### config.mk
export PLATFORM = sky130hd
export DESIGN_NAME = radix_integer_text_parser
export DESIGN_NICKNAME = d
export VERILOG_FILES = /design/src/design/rtp_pkg.sv /design/src/design/radix_integer_text_parser.sv /design/src/design/rtp_front.sv /design/src/design/rtp_queue.sv /design/src/design/rtp_back.sv
export SDC_FILE = /design/constraint.sdc
export NUM_CORES = 1
export LEC_CHECK = 0
export BUFFER_PORTS_ARGS = -buffer_cell sky130_fd_sc_hd__buf_2
export CORE_MARGIN = 2
export CORE_UTILIZATION = 38
export CTS_CLUSTER_DIAMETER = 40
export CTS_CLUSTER_SIZE = 24
export DETAILED_ROUTE_END_ITERATION = 10
export PLACE_DENSITY = 0.57
export SLEW_MARGIN = 20
export SYNTH_ARGS = -nofsm -noshare
export SYNTH_HDL_FRONTEND = slang
export SYNTH_SLANG_ARGS = --single-unit
### constraint.sdc
create_clock -name clk_i -period 13.7 [get_ports clk_i]
set_clock_uncertainty 0.1 [all_clocks]
set_input_delay 0 -clock clk_i [delete_from_list [all_inputs] [get_ports clk_i]]
set_output_delay 0 -clock clk_i [all_outputs]
set_load 0.005 [all_outputs]
### src/design/rtp_pkg.sv
// shared types and constants for the radix integer text parser
package rtp_pkg;

  // character classes produced by the front end
  typedef enum logic [2:0] {
    CLS_SPACE,
    CLS_MINUS,
    CLS_PLUS,
    CLS_HASH,
    CLS_UNDER,
    CLS_NUL,
    CLS_DIGIT,
    CLS_OTHER
  } cls_e;

  typedef struct packed {
    cls_e       cls;
    logic [5:0] digit;
    logic [7:0] ch;
  } tok_t;

  localparam logic [5:0] DIGIT_NONE = 6'd63;
  localparam logic [5:0] RADIX_MIN  = 6'd2;
  localparam logic [5:0] RADIX_MAX  = 6'd36;
  localparam logic [5:0] RADIX_RST  = 6'd10;

  localparam logic [2:0] ST_NUMBER   = 3'd0;
  localparam logic [2:0] ST_MIN      = 3'd1;
  localparam logic [2:0] ST_MAX      = 3'd2;
  localparam logic [2:0] ST_UNKNOWN  = 3'd3;
  localparam logic [2:0] ST_BADRADIX = 3'd4;

  localparam logic [23:0] SIG_MIN = 24'h4D494E;
  localparam logic [23:0] SIG_MAX = 24'h4D4158;

  localparam int unsigned QUEUE_DEPTH = 2;
  localparam int unsigned QUEUE_PTR_W = 1;
  localparam int unsigned QUEUE_CNT_W = 2;

endpackage

### src/design/radix_integer_text_parser.sv
// top level: one character per cycle enters a classifier, a two-item queue and the parser
// throughput: one item per cycle, sustained, while the output is not stalled
// a terminating item is written into the token queue by the edge that accepts it, and into
// the result register once the back end pops it, which an output stall can hold off
// reset: asynchronous, active low; clears the queue, parse state and result valid,
// and sets the radix register to ten
module radix_integer_text_parser #(
  parameter int unsigned VALUE_BITS = 32
) (
  input  logic        clk_i,
  input  logic        rst_ni,
  input  logic        radix_we_i,
  input  logic [5:0]  radix_i,
  input  logic        in_valid_i,
  output logic        in_stall_o,
  input  logic [7:0]  ch_i,
  output logic        out_valid_o,
  input  logic        out_stall_i,
  output logic [31:0] value_o,
  output logic [2:0]  status_o
);

  localparam logic [63:0] MinWide = 64'd1 << (VALUE_BITS - 1);

  logic [5:0]    radix_q;
  logic          full;
  logic          push;
  logic          q_valid;
  logic          pop;
  rtp_pkg::tok_t front_tok;
  rtp_pkg::tok_t back_tok;

  always_ff @(posedge clk_i or negedge rst_ni) begin
    if (!rst_ni) begin
      radix_q <= rtp_pkg::RADIX_RST;
    end else if (radix_we_i) begin
      radix_q <= radix_i;
    end
  end

  rtp_front u_front (
    .in_valid_i (in_valid_i),
    .ch_i       (ch_i),
    .in_stall_o (in_stall_o),
    .full_i     (full),
    .push_o     (push),
    .tok_o      (front_tok)
  );

  rtp_queue u_queue (
    .clk_i   (clk_i),
    .rst_ni  (rst_ni),
    .push_i  (push),
    .tok_i   (front_tok),
    .full_o  (full),
    .valid_o (q_valid),
    .tok_o   (back_tok),
    .pop_i   (pop)
  );

  rtp_back #(
    .VALUE_BITS (VALUE_BITS)
  ) u_back (
    .clk_i       (clk_i),
    .rst_ni      (rst_ni),
    .radix_i     (radix_q),
    .tok_valid_i (q_valid),
    .tok_i       (back_tok),
    .pop_o       (pop),
    .out_valid_o (out_valid_o),
    .out_stall_i (out_stall_i),
    .value_o     (value_o),
    .status_o    (status_o)
  );

`ifndef NO_ASSERTIONS
  // a fresh result only comes from a token taken out of the queue
  a_result_from_pop: assert property (@(posedge clk_i) disable iff (!rst_ni)
    $rose(out_valid_o) |-> $past(pop))
    else $error("result appeared without a popped item");

  // the queue never pops when empty
  a_pop_needs_item: assert property (@(posedge clk_i) disable iff (!rst_ni)
    pop |-> q_valid)
    else $error("pop from empty queue");

  // MIN signature carries the most negative value
  a_min_value: assert property (@(posedge clk_i) disable iff (!rst_ni)
    (out_valid_o && status_o == rtp_pkg::ST_MIN) |-> (value_o == MinWide[31:0]))
    else $error("MIN signature with wrong value");

  // unknown signature and bad radix give zero
  a_zero_value: assert property (@(posedge clk_i) disable iff (!rst_ni)
    (out_valid_o && (status_o == rtp_pkg::ST_UNKNOWN || status_o == rtp_pkg::ST_BADRADIX))
      |-> (value_o == 32'd0))
    else $error("nonzero value on unknown signature or bad radix");
`endif

endmodule

### src/design/rtp_front.sv
// front end: accepts characters and classifies them into tokens
module rtp_front (
  input  logic          in_valid_i,
  input  logic [7:0]    ch_i,
  output logic          in_stall_o,
  input  logic          full_i,
  output logic          push_o,
  output rtp_pkg::tok_t tok_o
);

  always_comb begin
    tok_o.ch    = ch_i;
    tok_o.digit = rtp_pkg::DIGIT_NONE;
    tok_o.cls   = rtp_pkg::CLS_OTHER;
    priority if (ch_i == 8'h20 || (ch_i >= 8'h09 && ch_i <= 8'h0D)) begin
      tok_o.cls = rtp_pkg::CLS_SPACE;
    end else if (ch_i == 8'h2D) begin
      tok_o.cls = rtp_pkg::CLS_MINUS;
    end else if (ch_i == 8'h2B) begin
      tok_o.cls = rtp_pkg::CLS_PLUS;
    end else if (ch_i == 8'h23) begin
      tok_o.cls = rtp_pkg::CLS_HASH;
    end else if (ch_i == 8'h5F) begin
      tok_o.cls = rtp_pkg::CLS_UNDER;
    end else if (ch_i == 8'h00) begin
      tok_o.cls = rtp_pkg::CLS_NUL;
    end else if (ch_i >= 8'h30 && ch_i <= 8'h39) begin
      tok_o.cls   = rtp_pkg::CLS_DIGIT;
      tok_o.digit = 6'(ch_i - 8'h30);
    end else if (ch_i >= 8'h41 && ch_i <= 8'h5A) begin
      tok_o.cls   = rtp_pkg::CLS_DIGIT;
      tok_o.digit = 6'(ch_i - 8'h41 + 8'd10);
    end else if (ch_i >= 8'h61 && ch_i <= 8'h7A) begin
      tok_o.cls   = rtp_pkg::CLS_DIGIT;
      tok_o.digit = 6'(ch_i - 8'h61 + 8'd10);
    end else begin
      tok_o.cls = rtp_pkg::CLS_OTHER;
    end
  end

  assign in_stall_o = full_i;
  assign push_o     = in_valid_i && !full_i;

endmodule

### src/design/rtp_queue.sv
// two-entry token queue between front and back
module rtp_queue (
  input  logic          clk_i,
  input  logic          rst_ni,
  input  logic          push_i,
  input  rtp_pkg::tok_t tok_i,
  output logic          full_o,
  output logic          valid_o,
  output rtp_pkg::tok_t tok_o,
  input  logic          pop_i
);

  rtp_pkg::tok_t                         mem_q [rtp_pkg::QUEUE_DEPTH];
  logic [rtp_pkg::QUEUE_PTR_W-1:0]       wr_ptr_q, wr_ptr_d;
  logic [rtp_pkg::QUEUE_PTR_W-1:0]       rd_ptr_q, rd_ptr_d;
  logic [rtp_pkg::QUEUE_CNT_W-1:0]       cnt_q, cnt_d;

  assign full_o  = (cnt_q == rtp_pkg::QUEUE_CNT_W'(rtp_pkg::QUEUE_DEPTH));
  assign valid_o = (cnt_q != '0);
  assign tok_o   = mem_q[rd_ptr_q];

  always_comb begin
    wr_ptr_d = push_i ? wr_ptr_q + 1'b1 : wr_ptr_q;
    rd_ptr_d = pop_i ? rd_ptr_q + 1'b1 : rd_ptr_q;
    cnt_d    = cnt_q;
    if (push_i && !pop_i) begin
      cnt_d = cnt_q + 1'b1;
    end else if (pop_i && !push_i) begin
      cnt_d = cnt_q - 1'b1;
    end
  end

  always_ff @(posedge clk_i or negedge rst_ni) begin
    if (!rst_ni) begin
      wr_ptr_q <= '0;
      rd_ptr_q <= '0;
      cnt_q    <= '0;
    end else begin
      wr_ptr_q <= wr_ptr_d;
      rd_ptr_q <= rd_ptr_d;
      cnt_q    <= cnt_d;
    end
  end

  always_ff @(posedge clk_i) begin
    if (push_i) begin
      mem_q[wr_ptr_q] <= tok_i;
    end
  end

endmodule

### src/design/rtp_back.sv
// back end: parse state machine, accumulator and result register
module rtp_back #(
  parameter int unsigned VALUE_BITS = 32
) (
  input  logic          clk_i,
  input  logic          rst_ni,
  input  logic [5:0]    radix_i,
  input  logic          tok_valid_i,
  input  rtp_pkg::tok_t tok_i,
  output logic          pop_o,
  output logic          out_valid_o,
  input  logic          out_stall_i,
  output logic [31:0]   value_o,
  output logic [2:0]    status_o
);

  localparam logic [1:0] PH_LEAD  = 2'd0;
  localparam logic [1:0] PH_SIGN  = 2'd1;
  localparam logic [1:0] PH_DIGIT = 2'd2;
  localparam logic [1:0] PH_SIG   = 2'd3;

  localparam logic [VALUE_BITS-1:0] MinVal = {1'b1, {(VALUE_BITS-1){1'b0}}};
  localparam logic [VALUE_BITS-1:0] MaxVal = ~MinVal;

  logic [1:0]            phase_q, phase_d;
  logic                  minus_q, minus_d;
  logic [VALUE_BITS-1:0] acc_q, acc_d;
  logic [23:0]           sig_q, sig_d;
  logic [1:0]            sig_cnt_q, sig_cnt_d;
  logic                  out_valid_q, out_valid_d;
  logic [31:0]           value_q, value_d;
  logic [2:0]            status_q, status_d;

  logic                  emit;
  logic [VALUE_BITS-1:0] emit_val;
  logic [2:0]            emit_st;
  logic                  radix_ok;
  logic                  is_digit;
  logic [VALUE_BITS-1:0] radix_ext;
  logic [VALUE_BITS-1:0] acc_mac;
  logic [23:0]           sig_shift;
  logic [1:0]            sig_cnt_inc;
  logic [63:0]           emit_wide;

  assign pop_o     = tok_valid_i && (!out_valid_q || !out_stall_i);
  assign radix_ok  = (radix_i >= rtp_pkg::RADIX_MIN) && (radix_i <= rtp_pkg::RADIX_MAX);
  assign is_digit  = (tok_i.cls == rtp_pkg::CLS_DIGIT) && (tok_i.digit < radix_i);
  assign radix_ext = VALUE_BITS'(radix_i);
  assign acc_mac   = acc_q * radix_ext + VALUE_BITS'(tok_i.digit);
  assign sig_shift = {sig_q[15:0], tok_i.ch};
  assign sig_cnt_inc = sig_cnt_q + 2'd1;
  assign emit_wide = 64'(emit_val);

  always_comb begin
    phase_d   = phase_q;
    minus_d   = minus_q;
    acc_d     = acc_q;
    sig_d     = sig_q;
    sig_cnt_d = sig_cnt_q;
    emit      = 1'b0;
    emit_val  = '0;
    emit_st   = rtp_pkg::ST_NUMBER;

    if (pop_o) begin
      unique case (phase_q)
        PH_LEAD, PH_SIGN, PH_DIGIT: begin
          // lead, sign, digit phases: skip blanks, one sign, digits
          if (phase_q == PH_LEAD && tok_i.cls == rtp_pkg::CLS_SPACE) begin
            phase_d = PH_LEAD;
          end else if (phase_q == PH_LEAD && tok_i.cls == rtp_pkg::CLS_MINUS) begin
            minus_d = 1'b1;
            phase_d = PH_SIGN;
          end else if (phase_q == PH_LEAD && tok_i.cls == rtp_pkg::CLS_PLUS) begin
            phase_d = PH_SIGN;
          end else if (phase_q != PH_DIGIT && tok_i.cls == rtp_pkg::CLS_HASH) begin
            phase_d   = PH_SIG;
            sig_d     = '0;
            sig_cnt_d = '0;
          end else if (phase_q != PH_DIGIT && !radix_ok) begin
            emit    = 1'b1;
            emit_st = rtp_pkg::ST_BADRADIX;
          end else if (tok_i.cls == rtp_pkg::CLS_UNDER) begin
            phase_d = PH_DIGIT;
          end else if (is_digit) begin
            acc_d   = acc_mac;
            phase_d = PH_DIGIT;
          end else begin
            emit     = 1'b1;
            emit_val = minus_q ? ('0 - acc_q) : acc_q;
          end
        end
        PH_SIG: begin
          if (tok_i.cls == rtp_pkg::CLS_NUL) begin
            emit    = 1'b1;
            emit_st = rtp_pkg::ST_UNKNOWN;
          end else begin
            sig_d     = sig_shift;
            sig_cnt_d = sig_cnt_inc;
            if (sig_cnt_inc == 2'd3) begin
              emit = 1'b1;
              if (sig_shift == rtp_pkg::SIG_MIN) begin
                emit_val = MinVal;
                emit_st  = rtp_pkg::ST_MIN;
              end else if (sig_shift == rtp_pkg::SIG_MAX) begin
                emit_val = MaxVal;
                emit_st  = rtp_pkg::ST_MAX;
              end else begin
                emit_st = rtp_pkg::ST_UNKNOWN;
              end
            end
          end
        end
        default: begin
          phase_d = PH_LEAD;
        end
      endcase

      // every result returns the parse state to its start
      if (emit) begin
        phase_d   = PH_LEAD;
        minus_d   = 1'b0;
        acc_d     = '0;
        sig_d     = '0;
        sig_cnt_d = '0;
      end
    end
  end

  always_comb begin
    out_valid_d = out_valid_q;
    value_d     = value_q;
    status_d    = status_q;
    if (emit) begin
      out_valid_d = 1'b1;
      value_d     = emit_wide[31:0];
      status_d    = emit_st;
    end else if (!out_stall_i) begin
      out_valid_d = 1'b0;
    end
  end

  always_ff @(posedge clk_i or negedge rst_ni) begin
    if (!rst_ni) begin
      phase_q     <= PH_LEAD;
      minus_q     <= 1'b0;
      acc_q       <= '0;
      sig_q       <= '0;
      sig_cnt_q   <= '0;
      out_valid_q <= 1'b0;
    end else begin
      phase_q     <= phase_d;
      minus_q     <= minus_d;
      acc_q       <= acc_d;
      sig_q       <= sig_d;
      sig_cnt_q   <= sig_cnt_d;
      out_valid_q <= out_valid_d;
    end
  end

  always_ff @(posedge clk_i) begin
    value_q  <= value_d;
    status_q <= status_d;
  end

  assign out_valid_o = out_valid_q;
  assign value_o     = value_q;
  assign status_o    = status_q;

endmodule

## Word-level counts from Yosys, hierarchy flattened

Memories as Yosys holds them, arrays and structs flattened.
Cells that the tools add are included.

| word-level totals | value |
|---|---|
| output and inout port bits | 37 |
| bits in registers | 99 |
| input bits | 19 |
| bits in writable memories | 34 |
| memories kept | 1 |
| word-level logic and storage cells | 199 |

Memory list:

| memory | depth | width | rd ports | clocked after Yosys merged registers in | write ports | RTL line | source |
|---|---|---|---|---|---|---|---|
| u_queue.mem_q | 2 | 17 | 1 | 0 | 1 | rtp_queue.sv:13 | `rtp_pkg::tok_t mem_q [rtp_pkg::QUEUE_DEPTH];` |

| operators by class | value |
|---|---|
| $lt $le $gt $ge | 11 |
| multiply operators | 1 |
| reductions and logical operators | 37 |
| equality and inequality tests | 32 |
| add/sub/neg operators | 12 |
| muxes and demuxes | 93 |

Operators by type and width:

| cell | number |
|---|---|
| $mux 32 | 20 |
| $mux 16 | 6 |
| $pmux 32 s2 | 1 |
| $eq 24x23->1 const B | 2 |
| $mux 3 | 14 |
| $mux 6 | 7 |
| $mux 2 | 17 |
| $add 32x6->32 | 1 |
| $eq 8x6->1 const B | 4 |
| $mul 32x6->32 | 1 |
| $pmux 16 s2 | 1 |
| $sub 1x32->32 const A | 1 |
| $mux 31 | 1 |
| $mux 1 | 21 |
| $ge 8x7->1 const B | 2 |
| $le 8x7->1 const B | 2 |
| $logic_and 1x1->1 | 15 |
| $ne 2x2->1 const B | 7 |
| $add 6x4->6 const B | 2 |
| $ne 3x3->1 const B | 4 |
| $sub 6x6->6 const B | 2 |
| $reduce_bool 2->1 | 5 |
| $eq 3x3->1 const B | 3 |
| $mux 9 | 1 |
| other kinds (33) | 46 |

## Longest topological paths before layout

Gate-level depths: netlist of run 1.
An unclocked memory read counts as a cell.

| depth | value |
|---|---|
| word-level depth | 14 |
| gate-level depth with buffers | 20 |
| mapped depth without buffers | 19 |

## By module

Synthesis of run 1 repeated with hierarchy kept, for this count alone.

| second synthesis, totals | value |
|---|---|
| cells, all modules | 1,268 |
| area total of the unflattened synthesis | 12,543.3 um2 |

By module, submodules not included:

| module | cells each | seq. area each (um2) | area each (um2) | instances |
|---|---|---|---|---|
| rtp_back | 1,097 | 2,402.3 | 10,100.9 | 1 |
| rtp_queue | 69 | 1,121.1 | 1,466.4 | 1 |
| rtp_front | 89 | 0.0 | 721.9 | 1 |
| radix_integer_text_parser | 13 | 152.6 | 254.0 | 1 |

## Worst setup path before layout of run 1

OpenSTA, ideal clock, no wires.

| timing | value |
|---|---|
| kind | reg2reg |
| start | register radix_q[3] |
| end | register u_back.acc_q[30] |
| data required time | 13.478 ns |
| data arrival time | 5.465 ns |
| library setup time | 0.122 ns |
| period minus slack after synthesis | 5.687 ns |
| setup slack | 8.013 ns |
| path buffers | 2 |
| cell stages (with the launch flop) | 19 |
| cells stage by stage | dfstp_2 -> clkbuf_1 -> clkbuf_1 -> nand2_1 -> fa_1 -> fa_1 -> inv_1 -> fa_1 -> inv_1 -> fa_1 -> inv_1 -> ha_1 -> nand4_1 -> a211o_1 -> a2111o_1 -> a2111oi_0 -> o311a_1 -> o21ai_0 -> a32o_1 |

| between the ends | value |
|---|---|
| longest elaborated chain between the ends | 13 |
| elaborated cells on any way between the ends | 36 |
| those cells by class | add/sub: 1; mul: 1; order compare: 3; eq/ne: 6; mux: 18; reduce/logical: 7 |

RTL lines:

| element | RTL line | source |
|---|---|---|
| from (decl) | radix_integer_text_parser.sv:25 | `logic [5:0] radix_q;` |
| from (signal assigned) | radix_integer_text_parser.sv:35 | `radix_q <= rtp_pkg::RADIX_RST;` |
| from (signal assigned) | radix_integer_text_parser.sv:37 | `radix_q <= radix_i;` |
| parallel branches: the longest is 13 deep, another holds $mul 32x6->32 | -- |  |
| to (signal assigned) | rtp_back.sv:146 | `acc_q <= '0;` |
| to (signal assigned) | rtp_back.sv:153 | `acc_q <= acc_d;` |
| to (decl) | rtp_back.sv:27 | `logic [VALUE_BITS-1:0] acc_q, acc_d;` |

Parallel ways; which one is timed is not known. The select of a mux whose other input is x is not followed.
A chain may end at the register's enable or synchronous reset.

## Worst setup path after layout of run 1

| timing | value |
|---|---|
| start | register radix_q[2] |
| end | register u_back.acc_q[30] |

The elaborated chain is that of the path after synthesis.

==> impl_metrics.py, run 1 <==
metrics = {
    "run_status": {
        "outcome": "completed",
    },
    "synth": {
        "yosysSeqAreaShare_pct": 30.3,
        "synth_area_um2": 12100,
        "synthesis.instances": 1228,
        "synth_enable_flop_cells": 69,
        "synth-main-ff-cell": "sky130_fd_sc_hd__edfxtp_1",
        "syn_nets": 1440,
        "yosys_register_bits": 133,
        "yosysWarningCount": 0,
        "synth.distinct_cells": 65,
        "post_synth.cell_area_avg_um2": 9.86,
        "async_reset_ff_share_pct": 48.1,
    },
    "grt": {
        "grt_first_pass_wirelength_um": 51900,
        "maximum_number_of_pins_on_one_net_before_global_route_repair": 65,
        "first_global_vias": 9227,
        "grt_antenna_before_repair": 0,
        "global_route.overflow_total": 0,
        "gr-usage-all-layers_pct": 20.2,
    },
    "layout": {
        "post_route_cells_drive_above_1_share_pct": 9.03,
        "fill_cells": 3012,
        "diode_count": 0,
        "syn_to_final_growth_pct": 12.1,
        "fin_util_pct": 43.2,
        "finish.net_count": 1483,
    },
    "drt": {
        "detailroute.wirelength.met2_um": 15300,
        "met3_wirelength_um": 1120,
        "detail_route.iter0.violations": 615,
        "finalWirelength_um": 32000,
        "wl_met1_um": 14500,
        "ant_nets": 0,
        "drt_drc_violations_left": 0,
        "firstDrtPassIters": 7,
        "dr.max_layer_used": "met4",
        "vias": 9105,
        "wl_per_cell_um": 19.0,
        "vias_per_cell": 5.40,
    },
    "pwr": {
        "power_leakage_nw": 6.35,
        "p_per_area_nw_per_um2": 133,
        "maximum_vdd_drop_mv": 0.0886,
    },
    "critical_path": {
        "crit_path_start_kind": "register",
        "crit_type": "reg -> reg",
        "critical_path.max_fanout": 30,
        "critical_path_required_ns": 13.94,
        "timing.rr.end": "u_back.acc_q[30]",
        "r2r_slack_ns": 7.43,
        "timing.rr.start": "radix_q[2]",
        "worst_ep_arrival_time_ns": 6.51,
        "endpoint_kind": "register",
        "worst-r2r-cell-count": 17,
    },
    "cts": {
        "post_cts_resized": 0,
        "ctsRootBufferMaster": "sky130_fd_sc_hd__clkbuf_16",
        "clk_latency_worst_skew_pair_ns": 0.44,
        "post-cts-setup-buffer-count": 0,
        "numCtsBuffers": 17,
        "cts_max_level": 4,
        "clock_tree.buffer_depth": 2,
        "cts_sink_cnt": 133,
        "clk_transition_reported_paths_ns": 0.08,
        "cts_tree": "built",
    },
    "placed_design": {
        "place.port_buffers": 55,
        "routabilityCongestion": 0.885,
        "post-dp-hpwl_um": 23300,
    },
    "sta": {
        "max_slew.worst_pin.slew_ns": 0.989,
        "period_needed_ns": 6.27,
        "achievable_freq_mhz": 159,
        "setup_viol_count_final": 0,
        "final_period_utilization_pct": 45.8,
        "setup_total_negative_slack_ns": 0,
        "slew_viol_final": 0,
        "final_hold_viol_count": 0,
        "rsz0062_at_grt": "false",
        "max-slew-margin-rel_pct": 34.1,
    },
    "die": {
        "core.rowCount": 65,
        "floorplan.io_pins": 56,
        "floorplan.die_area_um2": 33300,
        "design.core.area_um2": 31500,
        "start_util_pct": 38.5,
        "die_w_um": 183,
        "die_y_um": 183,
    },
    "worst_hold_path": {
        "hp-class": "in -> async",
    },
    "run": {
        "maxCapViolations": 0,
    },
}
==> report_power, final <==
| part | leakage, nW | internal (W) | total [W] | switching (W) |
|---|---|---|---|---|
| Sequential | 1.51 | 0.000546 | 0.000615 | 0.0000686 |
| Clock | 0.278 | 0.000251 | 0.000468 | 0.000217 |
| Combinational | 4.56 | 0.000249 | 0.000727 | 0.000478 |
| Total | 6.35 | 0.00105 | 0.00181 | 0.000763 |
==> worst max-delay path, cell delays in order (launching register included) <==
cell                        delay (ns)
sky130_fd_sc_hd__dfrtp_1          0.76
sky130_fd_sc_hd__and2_1           0.34
sky130_fd_sc_hd__fa_1             0.55
sky130_fd_sc_hd__inv_1            0.05
sky130_fd_sc_hd__fa_1             0.47
sky130_fd_sc_hd__inv_1            0.05
sky130_fd_sc_hd__fa_1             0.52
sky130_fd_sc_hd__inv_1            0.05
sky130_fd_sc_hd__fa_1             0.50
sky130_fd_sc_hd__inv_1            0.04
sky130_fd_sc_hd__ha_1             0.33
sky130_fd_sc_hd__nand4_1          0.16
sky130_fd_sc_hd__a211o_1          0.35
sky130_fd_sc_hd__a2111o_1         0.50
sky130_fd_sc_hd__a2111oi_1        0.76
sky130_fd_sc_hd__o311a_1          0.29
sky130_fd_sc_hd__o21ai_0          0.08
sky130_fd_sc_hd__a32o_1           0.26
==> final cells by class <==
cell class	instances	area, µm²	share of cell area [%]
inverters	68	255	1.88
clock buffers	18	450	3.32
flip-flops and latches	133	3680	27.1
well taps	402	503	3.70
repair buffers	94	641	4.72
clock inverters	14	129	0.949
multi-input cells	957	7930	58.4
==> kinds of logic (layout without fill, tap and decap cells) <==
kind of cell / count (synthesis) / in the layout / share of synthesized area [%]
AND/OR/NAND/NOR: 435 / 435 / 18.8
AO/OA/AOI/OAI: 253 / 253 / 13.9
adder cells (fa/ha/maj): 193 / 193 / 26.9
buffers and inverters: 138 / 194 / 4.34
flip-flops: 133 / 133 / 30.3
XOR/XNOR: 59 / 59 / 4.27
multiplexers: 17 / 17 / 1.47
==> state kept, by name, summed over array words and instances, names as in the netlist <==
name	flops
u_back.acc_q	32
u_queue.rd_ptr_q	1
u_back.sig_q	16
u_back.phase_q	2
u_queue.wr_ptr_q	1
u_back.sig_cnt_q	2
u_queue.cnt_q	2
u_back.status_o	3
u_back.minus_q	1
radix_q	6
u_back.value_o	32
u_queue.mem_q	34
u_back.out_valid_o	1
==> cells in the final DEF (no fill, tap or decap), types with 8 or more instances in the layout <==
master / n
sky130_fd_sc_hd__o31ai_1: 24
sky130_fd_sc_hd__a211oi_1: 10
sky130_fd_sc_hd__fa_1: 112
sky130_fd_sc_hd__and2_1: 151
sky130_fd_sc_hd__nand2_1: 125
sky130_fd_sc_hd__nor2_1: 48
sky130_fd_sc_hd__or3_1: 19
sky130_fd_sc_hd__o21a_1: 8
sky130_fd_sc_hd__buf_4: 10
sky130_fd_sc_hd__a21oi_1: 28
sky130_fd_sc_hd__buf_2: 55
sky130_fd_sc_hd__ha_1: 81
sky130_fd_sc_hd__xnor2_1: 22
sky130_fd_sc_hd__xor2_1: 37
sky130_fd_sc_hd__inv_1: 68
sky130_fd_sc_hd__nand2b_1: 9
sky130_fd_sc_hd__dfrtp_1: 62
sky130_fd_sc_hd__a21o_1: 14
sky130_fd_sc_hd__a32o_1: 9
sky130_fd_sc_hd__clkbuf_16: 18
sky130_fd_sc_hd__nand3_1: 21
sky130_fd_sc_hd__nor3_1: 16
sky130_fd_sc_hd__edfxtp_1: 69
sky130_fd_sc_hd__mux2i_1: 11
sky130_fd_sc_hd__dlygate4sd3_1: 29
sky130_fd_sc_hd__o21ai_0: 85
==> through the flow <==
step | setup slack [ns] | cells | cell area (µm²) | total power, W | hold slack, ns
final | 7.43 | 1686 | 13600 | 0.00181 | 0.199
after global routing | 7.10 | 1686 | 13600 | 0.00194 | 0.234
after CTS | 7.27 | 1686 | 13600 | 0.00183 | 0.195
after detailed placement | 7.28 | 1625 | 12700 | 0.00135 | 0.122
after global placement | 7.42 | 1625 | 12700 | 0.00135 | 0.114
after floorplan | 8.01 | 1228 | 12100 | 0.00108 | -0.396
==> cells in the mapped netlist (8+ instances only) <==
| master | n | share of area, % |
|---|---|---|
| sky130_fd_sc_hd__o31ai_1 | 24 | 1.5 |
| sky130_fd_sc_hd__ha_1 | 81 | 8.4 |
| sky130_fd_sc_hd__edfxtp_1 | 69 | 17 |
| sky130_fd_sc_hd__a32o_1 | 9 | 0.74 |
| sky130_fd_sc_hd__fa_1 | 112 | 19 |
| sky130_fd_sc_hd__clkbuf_1 | 66 | 2.0 |
| sky130_fd_sc_hd__o21a_1 | 8 | 0.50 |
| sky130_fd_sc_hd__nand3_1 | 21 | 0.87 |
| sky130_fd_sc_hd__nor2_1 | 48 | 1.5 |
| sky130_fd_sc_hd__and2_1 | 151 | 7.8 |
| sky130_fd_sc_hd__a21oi_1 | 29 | 1.2 |
| sky130_fd_sc_hd__nand2b_1 | 9 | 0.46 |
| sky130_fd_sc_hd__o21ai_0 | 85 | 3.5 |
| sky130_fd_sc_hd__nor3_1 | 17 | 0.70 |
| sky130_fd_sc_hd__a211oi_1 | 10 | 0.62 |
| sky130_fd_sc_hd__xor2_1 | 37 | 2.7 |
| sky130_fd_sc_hd__inv_1 | 68 | 2.1 |
| sky130_fd_sc_hd__xnor2_1 | 22 | 1.6 |
| sky130_fd_sc_hd__mux2i_1 | 11 | 0.91 |
| sky130_fd_sc_hd__dfrtp_1 | 62 | 13 |
| sky130_fd_sc_hd__nand2_1 | 125 | 3.9 |
| sky130_fd_sc_hd__or3_1 | 19 | 0.98 |
| sky130_fd_sc_hd__a21o_1 | 14 | 0.87 |
==> repair_timing <==
| item | CTS | global route |
|---|---|---|
| hold buffers | 29 | 0 |
| hold endpoints to repair | 91 | 0 |
| setup endpoints to repair | 0 | 0 |
==> layer usage <==
| layer | up-vias | global-route usage (%) |
|---|---|---|
| met2 | 219 | 33.4 |
| met5 | - | 0 |
| met1 | 4508 | 27.0 |
| met4 | 0 | 7.90 |
| li1 | 4328 | - |
| met3 | 50 | 2.65 |
==> how the worst max path moves through the flow <==
stage	from	to	slack [ns]	cells past startpoint
floorplan	radix_q[3]	u_back.acc_q[30]	8.01	18
CTS	radix_q[2]	u_back.acc_q[30]	7.27	17
finish	radix_q[2]	u_back.acc_q[30]	7.43	17
detailed placement	radix_q[2]	u_back.acc_q[30]	7.28	17
global placement	radix_q[2]	u_back.acc_q[30]	7.42	17
global route	radix_q[2]	u_back.acc_q[30]	7.10	17
Note: power is estimated with default switching activity, not from simulation.
==> run 2, diff against run 1 <==
- PLACE_DENSITY: 0.57 -> 0.59
- clock period: 13.7 -> 5.33 ns (I/O delays scaled with it)
==> run 2 against run 1 <==
Against the previous run: routed wire length decreased by 0.39%; maximum frequency up 20%; total power increased to 2.7 times the previous value; via count increased by 3.1%; sequential cell count is the same; core utilization increased by 1.9 points; global-route usage fell by 0.18 points; sequential power increased to 2.5 times the previous value; non-clock buffer count grew 52; critical path type unchanged; critical endpoint unchanged; largest cell class unchanged; largest power group unchanged; highest routed layer unchanged.
==> impl_metrics.py, run 2 (synthesis gave the netlist of run 1 again) <==
metrics = {
    "run_status": {
        "outcome": "completed",
    },
    "cts": {
        "clock_tree.buffer_depth": 2,
        "numCtsBuffers": 17,
        "clk_latency_worst_skew_pair_ns": 0.44,
        "clk_transition_reported_paths_ns": 0.06,
        "cts_max_level": 4,
        "cts_sink_cnt": 133,
        "ctsRootBufferMaster": "sky130_fd_sc_hd__clkbuf_16",
        "cts_tree": "built",
    },
    "pwr": {
        "power_leakage_nw": 6.63,
        "report.power.total_w": 0.00484,
        "maximum_vdd_drop_mv": 0.241,
        "p_per_area_nw_per_um2": 341,
    },
    "sta": {
        "slew_viol_final": 0,
        "final_period_utilization_pct": 98.1,
        "period_needed_ns": 5.23,
        "setup_total_negative_slack_ns": 0,
        "max_slew.worst_pin.slew_ns": 1.12,
        "final_hold_viol_count": 0,
        "max-slew-margin-rel_pct": 24.7,
        "rsz0062_at_grt": "true",
        "setup_viol_count_final": 0,
        "setup_ws_ns": 0.102,
        "achievable_freq_mhz": 191,
    },
    "drt": {
        "detail_route.iter0.violations": 639,
        "dr.max_layer_used": "met4",
        "wl_met1_um": 14300,
        "ant_nets": 0,
        "wl_per_cell_um": 18.3,
        "drt_drc_violations_left": 0,
        "detailroute.wirelength.met2_um": 15100,
        "finalWirelength_um": 31800,
        "vias_per_cell": 5.40,
        "vias": 9384,
        "met3_wirelength_um": 1210,
        "firstDrtPassIters": 5,
    },
    "die": {
        "core.rowCount": 65,
        "floorplan.die_area_um2": 33300,
        "start_util_pct": 38.5,
        "design.core.area_um2": 31500,
        "floorplan.io_pins": 56,
        "die_w_um": 183,
        "die_y_um": 183,
    },
    "layout": {
        "post_route_design_area_um2": 14200,
        "syn_to_final_growth_pct": 17.2,
        "largest-register": "u_queue.mem_q",
        "finish.net_count": 1535,
        "mostFrequentLayoutCells": "sky130_fd_sc_hd__and2_1 (149), sky130_fd_sc_hd__nand2_1 (124), sky130_fd_sc_hd__fa_1 (112), sky130_fd_sc_hd__o21ai_0 (81), sky130_fd_sc_hd__ha_1 (73)",
        "max_ffs_per_register": 34,
        "diode_count": 0,
        "final_common_cell": "sky130_fd_sc_hd__and2_1",
        "post_route_cells_drive_above_1_share_pct": 14.4,
    },
    "critical_path": {
        "critical_path.cell_chain": "and2_4, fa_1, inv_2, fa_1, inv_2, fa_1, inv_1, fa_1, inv_2, ha_4, nand4_1, a211o_1, a2111o_1, a2111oi_4, o311a_1, o21ai_1, a32o_1",
        "endpoint_kind": "register",
        "timing.rr.end": "u_back.acc_q[30]",
        "worst_ep_arrival_time_ns": 5.45,
        "crit_path_start_kind": "register",
        "timing.critical_path.slowest_stage_cell": "sky130_fd_sc_hd__fa_1",
        "worst-r2r-cell-count": 17,
        "worst_path_dominant_cell_family": "adder cells",
        "r2r_slack_ns": 0.10,
        "critPathMaxStageDelay_ns": 0.56,
        "most_frequent_cell_on_the_critical_path": "sky130_fd_sc_hd__fa_1",
        "critical_path.max_fanout": 5,
        "sum_of_buffers_and_inverters_on_the_critical_path": 4,
        "critical_path_required_ns": 5.55,
        "crit_type": "reg -> reg",
        "timing.rr.start": "radix_q[1]",
    },
    "placed_design": {
        "detailedPlace.worstSlack_ns": -0.0891,
        "place.port_buffers": 55,
        "post-dp-hpwl_um": 24200,
        "routabilityCongestion": 0.878,
        "placed_cell_area_um2": 13100,
    },
    "grt": {
        "maximum_number_of_pins_on_one_net_before_global_route_repair": 65,
        "grt_antenna_before_repair": 0,
        "first_global_vias": 9779,
        "global_route.overflow_total": 0,
        "gr-usage-all-layers_pct": 20.0,
        "grt_first_pass_wirelength_um": 51800,
    },
    "run": {
        "maxCapViolations": 0,
    },
    "worst_hold_path": {
        "hp-class": "in -> async",
    },
}
-- run 2: worst max-delay path by stage --
stage                     from          endpoint  slack (ns)  depth (start not counted)
global route        radix_q[1]  u_back.acc_q[30]       -0.09                         17
global placement    radix_q[3]  u_back.acc_q[29]        0.04                         18
floorplan           radix_q[3]  u_back.acc_q[30]        0.02                         18
detailed placement  radix_q[3]  u_back.acc_q[30]       -0.09                         16
CTS                 radix_q[1]  u_back.acc_q[30]        0.03                         17
finish              radix_q[1]  u_back.acc_q[30]        0.10                         17
-- run 2: layer usage --
metal	GRT usage [%]	up-vias
met5	0	-
met4	8.52	0
met3	3.15	62
met2	33.1	233
met1	26.1	4644
li1	-	4445
-- run 2: stage by stage --
step | std cells | utilization, % | hold slack (ns)
3_3_place_gp | 1672 | 41.6 | 0.114
5_1_grt | 1738 | 45.1 | 0.221
4_1_cts | 1734 | 44.6 | 0.200
3_5_place_dp | 1672 | 41.6 | 0.123
6_report | 1738 | 45.1 | 0.213
2_1_floorplan | 1228 | - | -0.396
-- run 2: where the power goes --
| group | switching (W) | leakage (nW) | internal, W |
|---|---|---|---|
| logic | 0.00132 | 4.82 | 0.000731 |
| clock network | 0.000501 | 0.299 | 0.000750 |
| registers | 0.000133 | 1.51 | 0.00141 |
| total | 0.00195 | 6.63 | 0.00289 |
-- run 2: worst register-to-register path, stage by stage, from the launching register on --
cell and delay [ns]:
sky130_fd_sc_hd__dfstp_2 0.41, sky130_fd_sc_hd__and2_4 0.17, sky130_fd_sc_hd__fa_1 0.56, sky130_fd_sc_hd__inv_2 0.05, sky130_fd_sc_hd__fa_1 0.55, sky130_fd_sc_hd__inv_2 0.04
sky130_fd_sc_hd__fa_1 0.48, sky130_fd_sc_hd__inv_1 0.05, sky130_fd_sc_hd__fa_1 0.49, sky130_fd_sc_hd__inv_2 0.05, sky130_fd_sc_hd__ha_4 0.27, sky130_fd_sc_hd__nand4_1 0.15
sky130_fd_sc_hd__a211o_1 0.35, sky130_fd_sc_hd__a2111o_1 0.42, sky130_fd_sc_hd__a2111oi_4 0.44, sky130_fd_sc_hd__o311a_1 0.25, sky130_fd_sc_hd__o21ai_1 0.06, sky130_fd_sc_hd__a32o_1 0.24
-- run 2: final cells by class --
cell class	instances	area, µm²
repair buffers	146	1070
fillers	2955	17300
clock inverters	14	188
clock buffers	18	429
inverters	68	255
flip-flops and latches	133	3680
well taps	402	503
multi-input cells	957	8070
-- run 2: repair_timing --
action	CTS	global route
hold endpoints to repair	93	0
gates cloned	0	0
setup buffers	2	4
hold buffers	28	0
gates resized for setup	2	31
pin swaps	1	21
endpoints found under the setup margin	3	9
